==> config.mk <==
export PLATFORM = sky130hd
export DESIGN_NAME = modular_arithmetic_unit
export DESIGN_NICKNAME = d
export VERILOG_FILES = /design/src/mau_pkg.sv /design/src/mau_reducer.sv /design/src/modular_arithmetic_unit.sv
export SDC_FILE = /design/constraint.sdc
export NUM_CORES = 2
export LEC_CHECK = 0
export BUFFER_PORTS_ARGS = -buffer_cell sky130_fd_sc_hd__buf_2
export CORE_AREA = 3 3 352 423
export CTS_CLUSTER_DIAMETER = 40
export DETAILED_ROUTE_END_ITERATION = 7
export DIE_AREA = 0 0 355 426
export PLACE_DENSITY = 0.76
export SETUP_SLACK_MARGIN = 0.4
export SYNTH_ARGS = -nofsm -noshare
export SYNTH_HDL_FRONTEND = slang
export SYNTH_SLANG_ARGS = --single-unit
==> constraint.sdc <==
create_clock -name clock -period 9.5 [get_ports clock]
set_input_delay 0.475 -clock clock [delete_from_list [all_inputs] [get_ports clock]]
set_output_delay 0.475 -clock clock [all_outputs]
set_load 0.02 [all_outputs]
==> src/mau_pkg.sv <==
// Package for the modular arithmetic unit: operation codes, states and reset constants.
`default_nettype none
package mau_pkg;

   localparam int unsigned VALUE_WIDTH_DEF = 32;
   localparam int unsigned EXP_WIDTH_DEF   = 64;
   localparam int unsigned RESULT_WIDTH    = 32;
   localparam int unsigned KIND_WIDTH      = 4;
   localparam logic [63:0] MODULUS_RESET   = 64'd1000000007;

   typedef enum logic [KIND_WIDTH-1:0] {
      OP_ADD = 4'd0,
      OP_SUB = 4'd1,
      OP_MUL = 4'd2,
      OP_DIV = 4'd3,
      OP_INV = 4'd4,
      OP_NEG = 4'd5,
      OP_POW = 4'd6,
      OP_INC = 4'd7,
      OP_DEC = 4'd8
   } op_type;

   // Requests to the shared modular reducer and its status.
   typedef struct packed {
      logic start;
   } red_ctl_type;

   typedef struct packed {
      logic busy;
      logic done;
   } red_sts_type;

   typedef enum logic [3:0] {
      ST_IDLE,
      ST_RED_A,
      ST_RED_B,
      ST_DISPATCH,
      ST_EU_DIV,
      ST_EU_MUL,
      ST_EU_UPD,
      ST_INV_DONE,
      ST_POW_STEP,
      ST_POW_SQ,
      ST_MUL_FIN,
      ST_DONE
   } state_type;

endpackage : mau_pkg
`default_nettype wire

==> src/mau_reducer.sv <==
// Shared restoring reducer: computes quotient and remainder of a wide value by a divisor, one bit per cycle.
`default_nettype none
module mau_reducer #(
   parameter int unsigned VALUE_WIDTH = mau_pkg::VALUE_WIDTH_DEF
) (
   input  wire logic                       clock,
   input  wire logic                       reset,
   input  wire mau_pkg::red_ctl_type       ctl,
   input  wire logic [2*VALUE_WIDTH-1:0]   dividend,
   input  wire logic [VALUE_WIDTH-1:0]     divisor,
   output mau_pkg::red_sts_type            sts,
   output logic [VALUE_WIDTH-1:0]          remainder,
   output logic [2*VALUE_WIDTH-1:0]        quotient
);
   import mau_pkg::*;

   localparam int unsigned DW = 2 * VALUE_WIDTH;
   localparam int unsigned CW = $clog2(DW + 1);

   logic [DW-1:0]        num_ff, num_in;
   logic [DW-1:0]        quo_ff, quo_in;
   logic [VALUE_WIDTH:0] rem_ff, rem_in;
   logic [VALUE_WIDTH-1:0] div_ff, div_in;
   logic [CW-1:0]        cnt_ff, cnt_in;
   logic                 busy_ff, busy_in;
   logic                 done_ff, done_in;
   logic [VALUE_WIDTH+1:0] trial;
   logic [VALUE_WIDTH:0]   shifted;

   // One restoring step: shift in the next dividend bit and subtract if it fits.
   always_comb begin
      shifted = {rem_ff[VALUE_WIDTH-1:0], num_ff[DW-1]};
      trial   = {1'b0, shifted} - {2'b00, div_ff};
      num_in  = num_ff;
      quo_in  = quo_ff;
      rem_in  = rem_ff;
      div_in  = div_ff;
      cnt_in  = cnt_ff;
      busy_in = busy_ff;
      done_in = 1'b0;
      if (ctl.start) begin
         num_in  = dividend;
         div_in  = divisor;
         rem_in  = '0;
         quo_in  = '0;
         cnt_in  = CW'(DW);
         busy_in = 1'b1;
      end else if (busy_ff) begin
         num_in = {num_ff[DW-2:0], 1'b0};
         if (!trial[VALUE_WIDTH+1]) begin
            rem_in = trial[VALUE_WIDTH:0];
            quo_in = {quo_ff[DW-2:0], 1'b1};
         end else begin
            rem_in = shifted;
            quo_in = {quo_ff[DW-2:0], 1'b0};
         end
         cnt_in = cnt_ff - CW'(1);
         if (cnt_ff == CW'(1)) begin
            busy_in = 1'b0;
            done_in = 1'b1;
         end
      end
   end

   always_ff @(posedge clock) begin
      if (reset) begin
         busy_ff <= 1'b0;
         done_ff <= 1'b0;
         cnt_ff  <= '0;
      end else begin
         busy_ff <= busy_in;
         done_ff <= done_in;
         cnt_ff  <= cnt_in;
      end
      num_ff <= num_in;
      quo_ff <= quo_in;
      rem_ff <= rem_in;
      div_ff <= div_in;
   end

   assign sts.busy  = busy_ff;
   assign sts.done  = done_ff;
   assign remainder = rem_ff[VALUE_WIDTH-1:0];
   assign quotient  = quo_ff;

   // A finished reduction always leaves a remainder below the divisor.
   assert property (@(posedge clock) disable iff (reset)
      done_ff |-> (rem_ff < {1'b0, div_ff}))
      else $error("reducer remainder not below divisor");

   // Done comes only at the end of a busy pass.
   assert property (@(posedge clock) disable iff (reset)
      done_ff |-> $past(busy_ff))
      else $error("reducer done without busy");

   // The unit is never busy and done together.
   assert property (@(posedge clock) disable iff (reset)
      !(busy_ff && done_ff))
      else $error("reducer busy and done at once");

endmodule : mau_reducer
`default_nettype wire

==> src/modular_arithmetic_unit.sv <==
// Top level of the modular arithmetic unit: sequencer around one multiplier and one reducer.
//
// Channel   | Ports                                           | Direction
// request   | start, busy, req_kind, req_operand_a/_b, req_exponent | in (busy out)
// response  | rsp_valid, rsp_result, rsp_no_inverse           | out
// config    | csr_write, csr_modulus                          | in
//
// Every reduction passes through a shared bit-serial reducer.
// Add, sub, negate, increment, decrement: three reductions.
// Multiply: three reductions as well; power: up to 2*EXP_WIDTH multiplies, each a reduction.
// Inverse: one division and one multiply reduction per Euclid step.
// Reset is synchronous; busy rises once start is taken and stays high through the response cycle.
// The response is shown for one cycle with rsp_valid; the receiver cannot stall.
`default_nettype none
module modular_arithmetic_unit #(
   parameter int unsigned VALUE_WIDTH = mau_pkg::VALUE_WIDTH_DEF,
   parameter int unsigned EXP_WIDTH   = mau_pkg::EXP_WIDTH_DEF
) (
   input  wire logic                              clock,
   input  wire logic                              reset,
   input  wire logic                              start,
   output logic                                   busy,
   input  wire logic [mau_pkg::KIND_WIDTH-1:0]    req_kind,
   input  wire logic [VALUE_WIDTH-1:0]            req_operand_a,
   input  wire logic [VALUE_WIDTH-1:0]            req_operand_b,
   input  wire logic signed [EXP_WIDTH-1:0]       req_exponent,
   output logic                                   rsp_valid,
   output logic [mau_pkg::RESULT_WIDTH-1:0]       rsp_result,
   output logic                                   rsp_no_inverse,
   input  wire logic                              csr_write,
   input  wire logic [VALUE_WIDTH-1:0]            csr_modulus
);
   import mau_pkg::*;

   localparam int unsigned VW = VALUE_WIDTH;
   localparam int unsigned DW = 2 * VALUE_WIDTH;

   state_type state_ff, state_in;

   logic [VW-1:0]        mod_ff;
   logic [VW-1:0]        m_ff, m_in;
   logic [KIND_WIDTH-1:0] kind_ff, kind_in;
   logic [VW-1:0]        a_ff, a_in;
   logic [VW-1:0]        b_ff, b_in;
   logic [EXP_WIDTH-1:0] e_ff, e_in;
   logic [VW-1:0]        r0_ff, r0_in, r1_ff, r1_in;
   logic [VW-1:0]        t0_ff, t0_in, t1_ff, t1_in;
   logic [VW-1:0]        q_ff, q_in;
   logic [VW-1:0]        acc_ff, acc_in;
   logic [VW-1:0]        res_ff, res_in;
   logic                 flag_ff, flag_in;
   logic                 out_ff, out_in;

   red_ctl_type          rctl;
   red_sts_type          rsts;
   logic [DW-1:0]        rdividend;
   logic [VW-1:0]        rdivisor;
   logic [VW-1:0]        rrem;
   logic [DW-1:0]        rquo;

   logic [VW-1:0]        mul_x, mul_y;
   logic [DW-1:0]        product;
   logic [VW:0]          tsub;
   logic [VW-1:0]        one_mod;
   logic                 e_neg;
   logic [EXP_WIDTH-1:0] e_mag;

   mau_reducer #(.VALUE_WIDTH(VALUE_WIDTH)) u_reducer (
      .clock     (clock),
      .reset     (reset),
      .ctl       (rctl),
      .dividend  (rdividend),
      .divisor   (rdivisor),
      .sts       (rsts),
      .remainder (rrem),
      .quotient  (rquo)
   );

   // Configuration register.
   always_ff @(posedge clock) begin
      if (reset) begin
         mod_ff <= MODULUS_RESET[VW-1:0];
      end else if (csr_write) begin
         mod_ff <= csr_modulus;
      end
   end

   // Shared multiplier.
   assign product = DW'(mul_x) * DW'(mul_y);
   assign one_mod = (m_ff == VW'(1)) ? '0 : VW'(1);
   assign e_neg   = req_exponent[EXP_WIDTH-1];
   assign e_mag   = e_neg ? (~req_exponent + EXP_WIDTH'(1)) : req_exponent;
   assign tsub    = {1'b0, t0_ff} + {1'b0, m_ff} - {1'b0, rrem};

   // Multiplier operand selection.
   always_comb begin
      mul_x = acc_ff;
      mul_y = a_ff;
      case (state_ff)
         ST_EU_MUL: begin
            mul_x = q_ff;
            mul_y = t1_ff;
         end
         ST_POW_SQ: begin
            mul_x = a_ff;
            mul_y = a_ff;
         end
         ST_MUL_FIN: begin
            mul_x = a_ff;
            mul_y = b_ff;
         end
         default: begin
            mul_x = acc_ff;
            mul_y = a_ff;
         end
      endcase
   end

   // Next state and datapath.
   always_comb begin
      state_in  = state_ff;
      m_in      = m_ff;
      kind_in   = kind_ff;
      a_in      = a_ff;
      b_in      = b_ff;
      e_in      = e_ff;
      r0_in     = r0_ff;
      r1_in     = r1_ff;
      t0_in     = t0_ff;
      t1_in     = t1_ff;
      q_in      = q_ff;
      acc_in    = acc_ff;
      res_in    = res_ff;
      flag_in   = flag_ff;
      out_in    = 1'b0;
      rctl.start = 1'b0;
      rdividend = DW'(a_ff);
      rdivisor  = m_ff;
      case (state_ff)
         ST_IDLE: begin
            if (start && !busy) begin
               m_in     = (mod_ff == '0) ? VW'(1) : mod_ff;
               kind_in  = req_kind;
               a_in     = req_operand_a;
               b_in     = req_operand_b;
               e_in     = e_mag;
               flag_in  = e_neg;
               state_in = ST_RED_A;
               rctl.start = 1'b1;
               rdividend = DW'(req_operand_a);
               rdivisor  = (mod_ff == '0) ? VW'(1) : mod_ff;
            end
         end
         ST_RED_A: begin
            if (rsts.done) begin
               a_in = rrem;
               rctl.start = 1'b1;
               rdividend = DW'(b_ff);
               state_in = ST_RED_B;
            end
         end
         ST_RED_B: begin
            if (rsts.done) begin
               b_in = rrem;
               state_in = ST_DISPATCH;
            end
         end
         ST_DISPATCH: begin
            res_in = '0;
            acc_in = one_mod;
            rctl.start = 1'b1;
            state_in = ST_DONE;
            case (kind_ff)
               OP_ADD: rdividend = DW'(a_ff) + DW'(b_ff);
               OP_SUB: rdividend = DW'(a_ff) + DW'(m_ff) - DW'(b_ff);
               OP_NEG: rdividend = DW'(m_ff) - DW'(a_ff);
               OP_INC: rdividend = DW'(a_ff) + DW'(1);
               OP_DEC: rdividend = (a_ff == '0) ? DW'(m_ff) - DW'(1) : DW'(a_ff) - DW'(1);
               OP_MUL: begin
                  rctl.start = 1'b0;
                  state_in = ST_MUL_FIN;
               end
               OP_DIV, OP_INV: begin
                  rctl.start = 1'b0;
                  r0_in = m_ff;
                  r1_in = (kind_ff == OP_DIV) ? b_ff : a_ff;
                  t0_in = '0;
                  t1_in = one_mod;
                  state_in = ST_EU_DIV;
               end
               OP_POW: begin
                  rctl.start = 1'b0;
                  if (flag_ff) begin
                     r0_in = m_ff;
                     r1_in = a_ff;
                     t0_in = '0;
                     t1_in = one_mod;
                     state_in = ST_EU_DIV;
                  end else begin
                     state_in = ST_POW_STEP;
                  end
               end
               default: rdividend = '0;
            endcase
            flag_in = 1'b0;
            if (kind_ff == OP_POW) flag_in = flag_ff;
         end
         ST_EU_DIV: begin
            // Start r0 / r1, or finish when r1 reaches zero.
            if (!rsts.busy && !rsts.done) begin
               if (r1_ff == '0) begin
                  state_in = ST_INV_DONE;
               end else begin
                  rctl.start = 1'b1;
                  rdividend = DW'(r0_ff);
                  rdivisor  = r1_ff;
               end
            end else if (rsts.done) begin
               q_in  = rquo[VW-1:0];
               r0_in = r1_ff;
               r1_in = rrem;
               state_in = ST_EU_MUL;
            end
         end
         ST_EU_MUL: begin
            // q < m after the first step; reduce q*t1 modulo m.
            if (!rsts.busy && !rsts.done) begin
               rctl.start = 1'b1;
               rdividend = product;
            end else if (rsts.done) begin
               state_in = ST_EU_UPD;
            end
         end
         ST_EU_UPD: begin
            t0_in = t1_ff;
            t1_in = (tsub >= {1'b0, m_ff}) ? VW'(tsub - {1'b0, m_ff}) : tsub[VW-1:0];
            state_in = ST_EU_DIV;
         end
         ST_INV_DONE: begin
            flag_in = 1'b0;
            if (r0_ff != VW'(1)) begin
               flag_in = 1'b1;
               res_in = '0;
               state_in = ST_DONE;
            end else if (kind_ff == OP_INV) begin
               res_in = t0_ff;
               state_in = ST_DONE;
            end else if (kind_ff == OP_DIV) begin
               b_in = t0_ff;
               state_in = ST_MUL_FIN;
            end else begin
               a_in = t0_ff;
               acc_in = one_mod;
               state_in = ST_POW_STEP;
            end
         end
         ST_POW_STEP: begin
            // Multiply the accumulator by the base when the low exponent bit is set; finish when the exponent is zero.
            if (!rsts.busy && !rsts.done) begin
               if (e_ff == '0) begin
                  res_in = acc_ff;
                  state_in = ST_DONE;
               end else if (e_ff[0]) begin
                  rctl.start = 1'b1;
                  rdividend = product;
               end else begin
                  state_in = ST_POW_SQ;
               end
            end else if (rsts.done) begin
               acc_in = rrem;
               state_in = ST_POW_SQ;
            end
         end
         ST_POW_SQ: begin
            if (!rsts.busy && !rsts.done) begin
               rctl.start = 1'b1;
               rdividend = product;
            end else if (rsts.done) begin
               a_in = rrem;
               e_in = e_ff >> 1;
               state_in = ST_POW_STEP;
            end
         end
         ST_MUL_FIN: begin
            if (!rsts.busy && !rsts.done) begin
               rctl.start = 1'b1;
               rdividend = product;
            end else if (rsts.done) begin
               res_in = rrem;
               out_in = 1'b1;
               state_in = ST_IDLE;
            end
         end
         ST_DONE: begin
            // Simple ops end with a reduction; others arrive with a ready result.
            if (rsts.done) begin
               res_in = rrem;
               out_in = 1'b1;
               state_in = ST_IDLE;
            end else if (!rsts.busy) begin
               out_in = 1'b1;
               state_in = ST_IDLE;
            end
         end
         default: state_in = ST_IDLE;
      endcase
   end

   always_ff @(posedge clock) begin
      if (reset) begin
         state_ff <= ST_IDLE;
         out_ff   <= 1'b0;
      end else begin
         state_ff <= state_in;
         out_ff   <= out_in;
      end
      m_ff    <= m_in;
      kind_ff <= kind_in;
      a_ff    <= a_in;
      b_ff    <= b_in;
      e_ff    <= e_in;
      r0_ff   <= r0_in;
      r1_ff   <= r1_in;
      t0_ff   <= t0_in;
      t1_ff   <= t1_in;
      q_ff    <= q_in;
      acc_ff  <= acc_in;
      res_ff  <= res_in;
      flag_ff <= flag_in;
   end

   assign busy           = (state_ff != ST_IDLE) || out_ff;
   assign rsp_valid      = out_ff;
   assign rsp_result     = RESULT_WIDTH'(res_ff);
   assign rsp_no_inverse = flag_ff;

   // A response always carries a residue below the working modulus.
   assert property (@(posedge clock) disable iff (reset)
      out_ff |-> (res_ff < m_ff))
      else $error("result not reduced");

   // No inverse means the result is zero.
   assert property (@(posedge clock) disable iff (reset)
      (out_ff && flag_ff) |-> (res_ff == '0))
      else $error("flagged result not zero");

   // The reducer is idle whenever the sequencer is idle.
   assert property (@(posedge clock) disable iff (reset)
      (state_ff == ST_IDLE) |-> !rsts.busy)
      else $error("reducer busy while idle");

endmodule : modular_arithmetic_unit
`default_nettype wire

======== Yosys cells after proc, flatten, opt, wreduce, memory -nomap -nowiden ========
Cells that the tools add are included.
Widths: inputs -> output; s select.
word-level totals
  output and inout port bits .............. 35
  input port bits ......................... 168
  flip-flop bits (word level) ............. 595
  logic and storage cells ................. 248
operators by class
  eq/ne operators ......................... 50
  $mul .................................... 1
  muxes and demuxes ....................... 117
  reductions and logical operators ........ 39
  magnitude comparators ................... 1
  $add $sub $neg .......................... 13
  bitwise logic cells ..................... 3
operators with widths
  cell                   number
  $mux 32                38
  $pmux 64 s6            2
  $mux 64                11
  $pmux 32 s2            11
  $pmux 32 s3            2
  $pmux 32 s5            1
  $pmux 32 s4            1
  $pmux 64 s2            1
  $add 32x32->33         3
  $logic_not 32->1       3
  $mux 4                 19
  $sub 33x32->34         2
  $sub 32x1->33 const B  2
  $add 64x2->64 const B  1
  $logic_not 64->1       1
  $mul 32x32->64         1
  $not 64->64            1
  $pmux 4 s12            1
  $add 32x1->33 const B  1
  $ge 33x32->1           1
  $sub 32x32->33         1
  $sub 33x32->33         1
  $eq 32x1->1 const B    1
  $eq 4x3->1 const B     8
  37 further kinds       110

======== Depth between registers and ports, before layout ========
  depth after elaboration ................. 9
  mapped depth ............................ 37
  mapped depth without buffers ............ 31

======== By module ========
From an unflattened synthesis, not the netlist that was laid out.
unflattened totals
  cell total of the unflattened synthesis .. 8664
  area, all modules ....................... 77464.3 sq um
modules (own cells, without submodules)
  module                   seq. area each (sq um)  area an instance (sq um)  cells an instance  instances
  modular_arithmetic_unit  12421.9                 67912.6                   7813               1
  mau_reducer              4984.8                  9551.7                    851                1

======== Worst setup path before layout ========
OpenSTA, ideal clock, no wires.
  path kind ............................... register -> register
  start point ............................. register state_ff[3]
  end point ............................... register u_reducer.num_ff[62], data pin
  arrival ................................. 9.024 ns
  buffers on the path ..................... 6
  period minus slack after synthesis ...... 9.298 ns
  slack ................................... 0.202 ns
  required time ........................... 9.226 ns
  cell stages (with the launch flop) ...... 34
  library setup time ...................... 0.274 ns
  path through ............................ dfxtp_1 -> clkbuf_1 -> nand2_1 -> nor3_1 -> nor2_1 -> clkbuf_1 -> clkbuf_1 -> nand2_1 -> and2_1 -> clkbuf_1 -> clkbuf_1 -> nor2_1 -> fa_1 -> fa_1 -> fa_1 -> inv_1 -> fa_1 -> inv_1 -> fa_1 -> fa_1 -> fa_1 -> fa_1 -> ha_1 -> clkbuf_1 -> nand2_1 -> nor3_1 -> nand2_1 -> nor4_1 -> o211ai_1 -> a211oi_1 -> o21a_1 -> o21a_1 -> mux2i_1 -> a31oi_1
between the ends
  word-level cells in the longest chain between the ends .. 9
  elaborated cells on any way between the ends .. 25
  classes of those cells .................. 1 x mul; 7 x eq/ne; 10 x mux; 7 x reduce/logical
RTL lines
  item                              RTL line                                                       text
  start, declared                   modular_arithmetic_unit.sv:38                                  state_type state_ff, state_in;
  start signal, assigned            modular_arithmetic_unit.sv:314                                 state_ff <= state_in;
  $eq 4x4->1                        modular_arithmetic_unit.sv:99, modular_arithmetic_unit.sv:139
  $reduce_or 2->1 (no source line)  -
  $pmux 32 s2                       modular_arithmetic_unit.sv:99                                  case (state_ff)
  $mul 32x32->64                    modular_arithmetic_unit.sv:89                                  assign product = DW'(mul_x) * DW'(mul_y);
  $mux 64                           modular_arithmetic_unit.sv:263                                 end else if (e_ff[0]) begin
  $mux 64                           modular_arithmetic_unit.sv:260                                 if (e_ff == '0) begin
  $mux 64                           modular_arithmetic_unit.sv:259                                 if (!rsts.busy && !rsts.done) begin
  $pmux 64 s6                       modular_arithmetic_unit.sv:139                                 case (state_ff)
  $mux 64 (*)                       mau_reducer.sv:41                                              if (ctl.start) begin
  net u_reducer.num_in[62]          mau_reducer.sv:20                                              logic [DW-1:0] num_ff, num_in;
  end signal, assigned              mau_reducer.sv:75                                              num_ff <= num_in;
  end, declared                     mau_reducer.sv:20
The timed path passes the listed nets; every way through them passes the cells marked *.
A chain may end at the register's enable or synchronous reset.

======== Worst setup path in the final report ========
  start point ............................. register state_ff[0]
  end point ............................... register u_reducer.num_ff[61], data pin
The elaborated chain is that of the path after synthesis.

==> out/results.txt <==
Outcome -> finished with violations
Failing checks -> design-rule violations
Syn_area_per_cell -> 8.82 sq um
Initial antenna violation count -> 15
Final min period -> 9.06 ns
Max stage delay cell, worst path -> fa_1
Worst flop-to-flop path startpoint -> state_ff[0]
Flop2flop setup slack -> 0.44 ns
Most frequent cell on the critical path -> fa_1
Clk_lat worst skew -> 0.75 ns
Final Max Tran Viols -> 0
Worst Hold Depth -> 3
Hold_sp -> csr_modulus[7]
Post-synth EDFFs -> 485
Area growth, synth to finish -> 19.1%
Final hold viol count -> 0
RSZ-0062 raised after global routing -> yes
Syn nets -> 10100
CTS tree -> yes
Final ANT Viol Nets -> 0
TNS Setup -> 0 ns
Root Buffer -> clkbuf_16
# setup viols final -> 0
Clock-pin transition on the worst setup and hold timing paths -> 0.06 ns
Hpwl dp -> 263 mm
Synth area leaders -> fa_1 (26%), edfxtp_1 (19%), ha_1 (7.7%)
Sequential share of the synthesized area -> 22.3%
Die area -> 151000 sq um
Die height -> 426 um
GPL Wtd Cong -> 1.08
DR iter-0 viols -> 8424
Vias in the first global route -> 71200
Setup Skew -> 0.0823 ns
Crit path max-delay family -> adder cells
Clock buffer depth -> 3
Crit-path max cell delay -> 0.62 ns
WP data arrival -> 9.52 ns
Initial core utilization -> 51.8%
Synthesized area -> 75200 sq um
Largest net degree at the start of global routing -> 113
Worst Hold Class -> in2reg
Synth cell types -> 100
Ports -> 203
Startpoint Class -> register
CP Class -> reg2reg
Drt first pass iters -> 8
Asr flop ratio synth -> 0%
Total GRT Usage -> 42.7%
Die width -> 355 um
Drt wl/cell -> 29.0 um
CP Max Fanout -> 9
CTS buffer count -> 89
Crit share post-route -> 95.4%
H-tree Lvls -> 3
Via Count -> 70100
Critical path depth -> 37
R2R Path End -> u_reducer.num_ff[61]
Fraction of final layout cells sized beyond drive strength 1 -> 15.9%
Drt total wl -> 326 mm
Max Freq -> 110 MHz
Via-to-Cell Ratio -> 6.25
Non-Filler Instances -> 11200
Nets -> 10800
DRC -> 4
Post-synth top area share -> 25.7%
Placed cell count -> 10900
Finished Core Util -> 61.7%
Core ar. -> 145000 sq um
Synth top cells by count -> inv_1 (1181), nand2_1 (1022), fa_1 (964), nor2_1 (958), edfxtp_1 (485)
Worst r2r path cells -> 37
Max Cap Viol -> 0
Slew @ Worst Pin -> 1.20 ns
Grt ovf -> 0
First-pass GRT wire length -> 470 mm
WP data required -> 9.96 ns
Number of port buffers -> 202
Post-Synthesis Cells -> 8529
Row count -> 153
Worst Setup End Kind -> register
Yosys reg bits -> 595
Biggest regs -> e_ff: 64 flops, u_reducer.num_ff: 64 flops
Hold Path Sink -> mod_ff[7]
Cell type with the largest total area after synthesis -> fa_1
WP buf/inv -> 13
Top-count cell post-synth -> inv_1
Clock sinks -> 595
Normalized max-slew margin -> 19.2%
Synth Warn # -> 0
Ys flop type -> edfxtp_1
-- cell families (layout without fill, tap and decap cells) --
family          count (synthesis)  count (layout)  share of synthesized area [%]
xor+xnor                      289             289                           3.37
flops                         595             595                           22.3
compound gates               1662            1662                           14.7
simple gates                 2774            2774                           16.4
buf+inv                      1665            2391                           8.35
fa+ha+maj                    1426            1426                           33.3
mux                           118             118                           1.58
other cells                     0              16                              0
-- repair_timing --
item / 4_1_cts / 5_1_grt
setup buffers: 90 / 36
pin swaps: 56 / 86
resized for setup: 178 / 195
setup endpoints to repair: 45 / 70
endpoints found under the hold margin: 35 / 0
hold buffers: 35 / 0
cloned: 4 / 4
-- area by class of cell --
type,count,area [sq um]
fillers,12400,55500
multi-input cells,6269,53800
flip-flops and latches,595,16800
repair buffers,1037,8970
inverters,1186,4460
well taps,1937,2420
clock buffers,112,2410
clock inverters,56,702
diodes,16,40.0
-- worst register-to-register path: cells and delay by family (launching register included) --
kind            cells  cell delay (ns)
compound gates      9             1.51
fa+ha+maj           9             3.96
buf+inv            13             1.68
flops               1             0.35
mux                 1             0.22
simple gates        5             1.05
-- metal layers --
layer	global-route usage (%)	vias to the layer above	wire, um
met3	10.6	1244	36400
met5	0	-	12
met4	33.8	2	32800
met1	49.4	34200	111000
met2	67.6	4642	146000
li1	-	29900	-
-- worst max-delay path by stage --
stage | slack (ns) | endpoint | start
floorplan | 0.35 | u_reducer.num_ff[62] | state_ff[3]
global placement | -0.75 | u_reducer.num_ff[29] | state_ff[0]
detailed placement | -0.71 | u_reducer.num_ff[29] | state_ff[0]
CTS | 0.40 | u_reducer.num_ff[63] | state_ff[0]
global route | 0.17 | u_reducer.num_ff[61] | state_ff[2]
finish | 0.44 | u_reducer.num_ff[61] | state_ff[0]
-- layout by cell type (no fill, tap or decap), drive strengths merged, types with 22 or more instances in the layout --
cell type and instances:
xor2 133, o22ai 22, dlygate4sd3 35, xnor2 156, a22oi 75, a21o 124, nand4 54, o21a 45
nor2b 49, o21ai 418, and3 68, inv 1207, a221oi 56, fa 964, a21oi 394, a221o 105
dfxtp 110, a211oi 52, nor3 121, mux2i 113, or3 44, o21bai 36, edfxtp 485, a31oi 59
nand3 118, o211ai 31, or2 28, a211o 25, nand2b 24, buf 997, nor4 70, nor2 958
ha 462, a222oi 32, clkbuf 116, and2 143, clkinv 23, o31ai 49, nand2 1023
-- through the flow --
stage               setup WS, ns  hold WS, ns  area [sq um]
floorplan                  0.347        0.408         75200
global placement          -0.752        0.414         83100
detailed placement        -0.711        0.422         83100
CTS                        0.401      0.00470         88300
global route               0.172       0.0348         89500
finish                     0.436       0.0263         89600
Power is not shown: default switching activity piles up to over one toggle a cycle in this logic, so the estimate is an artifact.
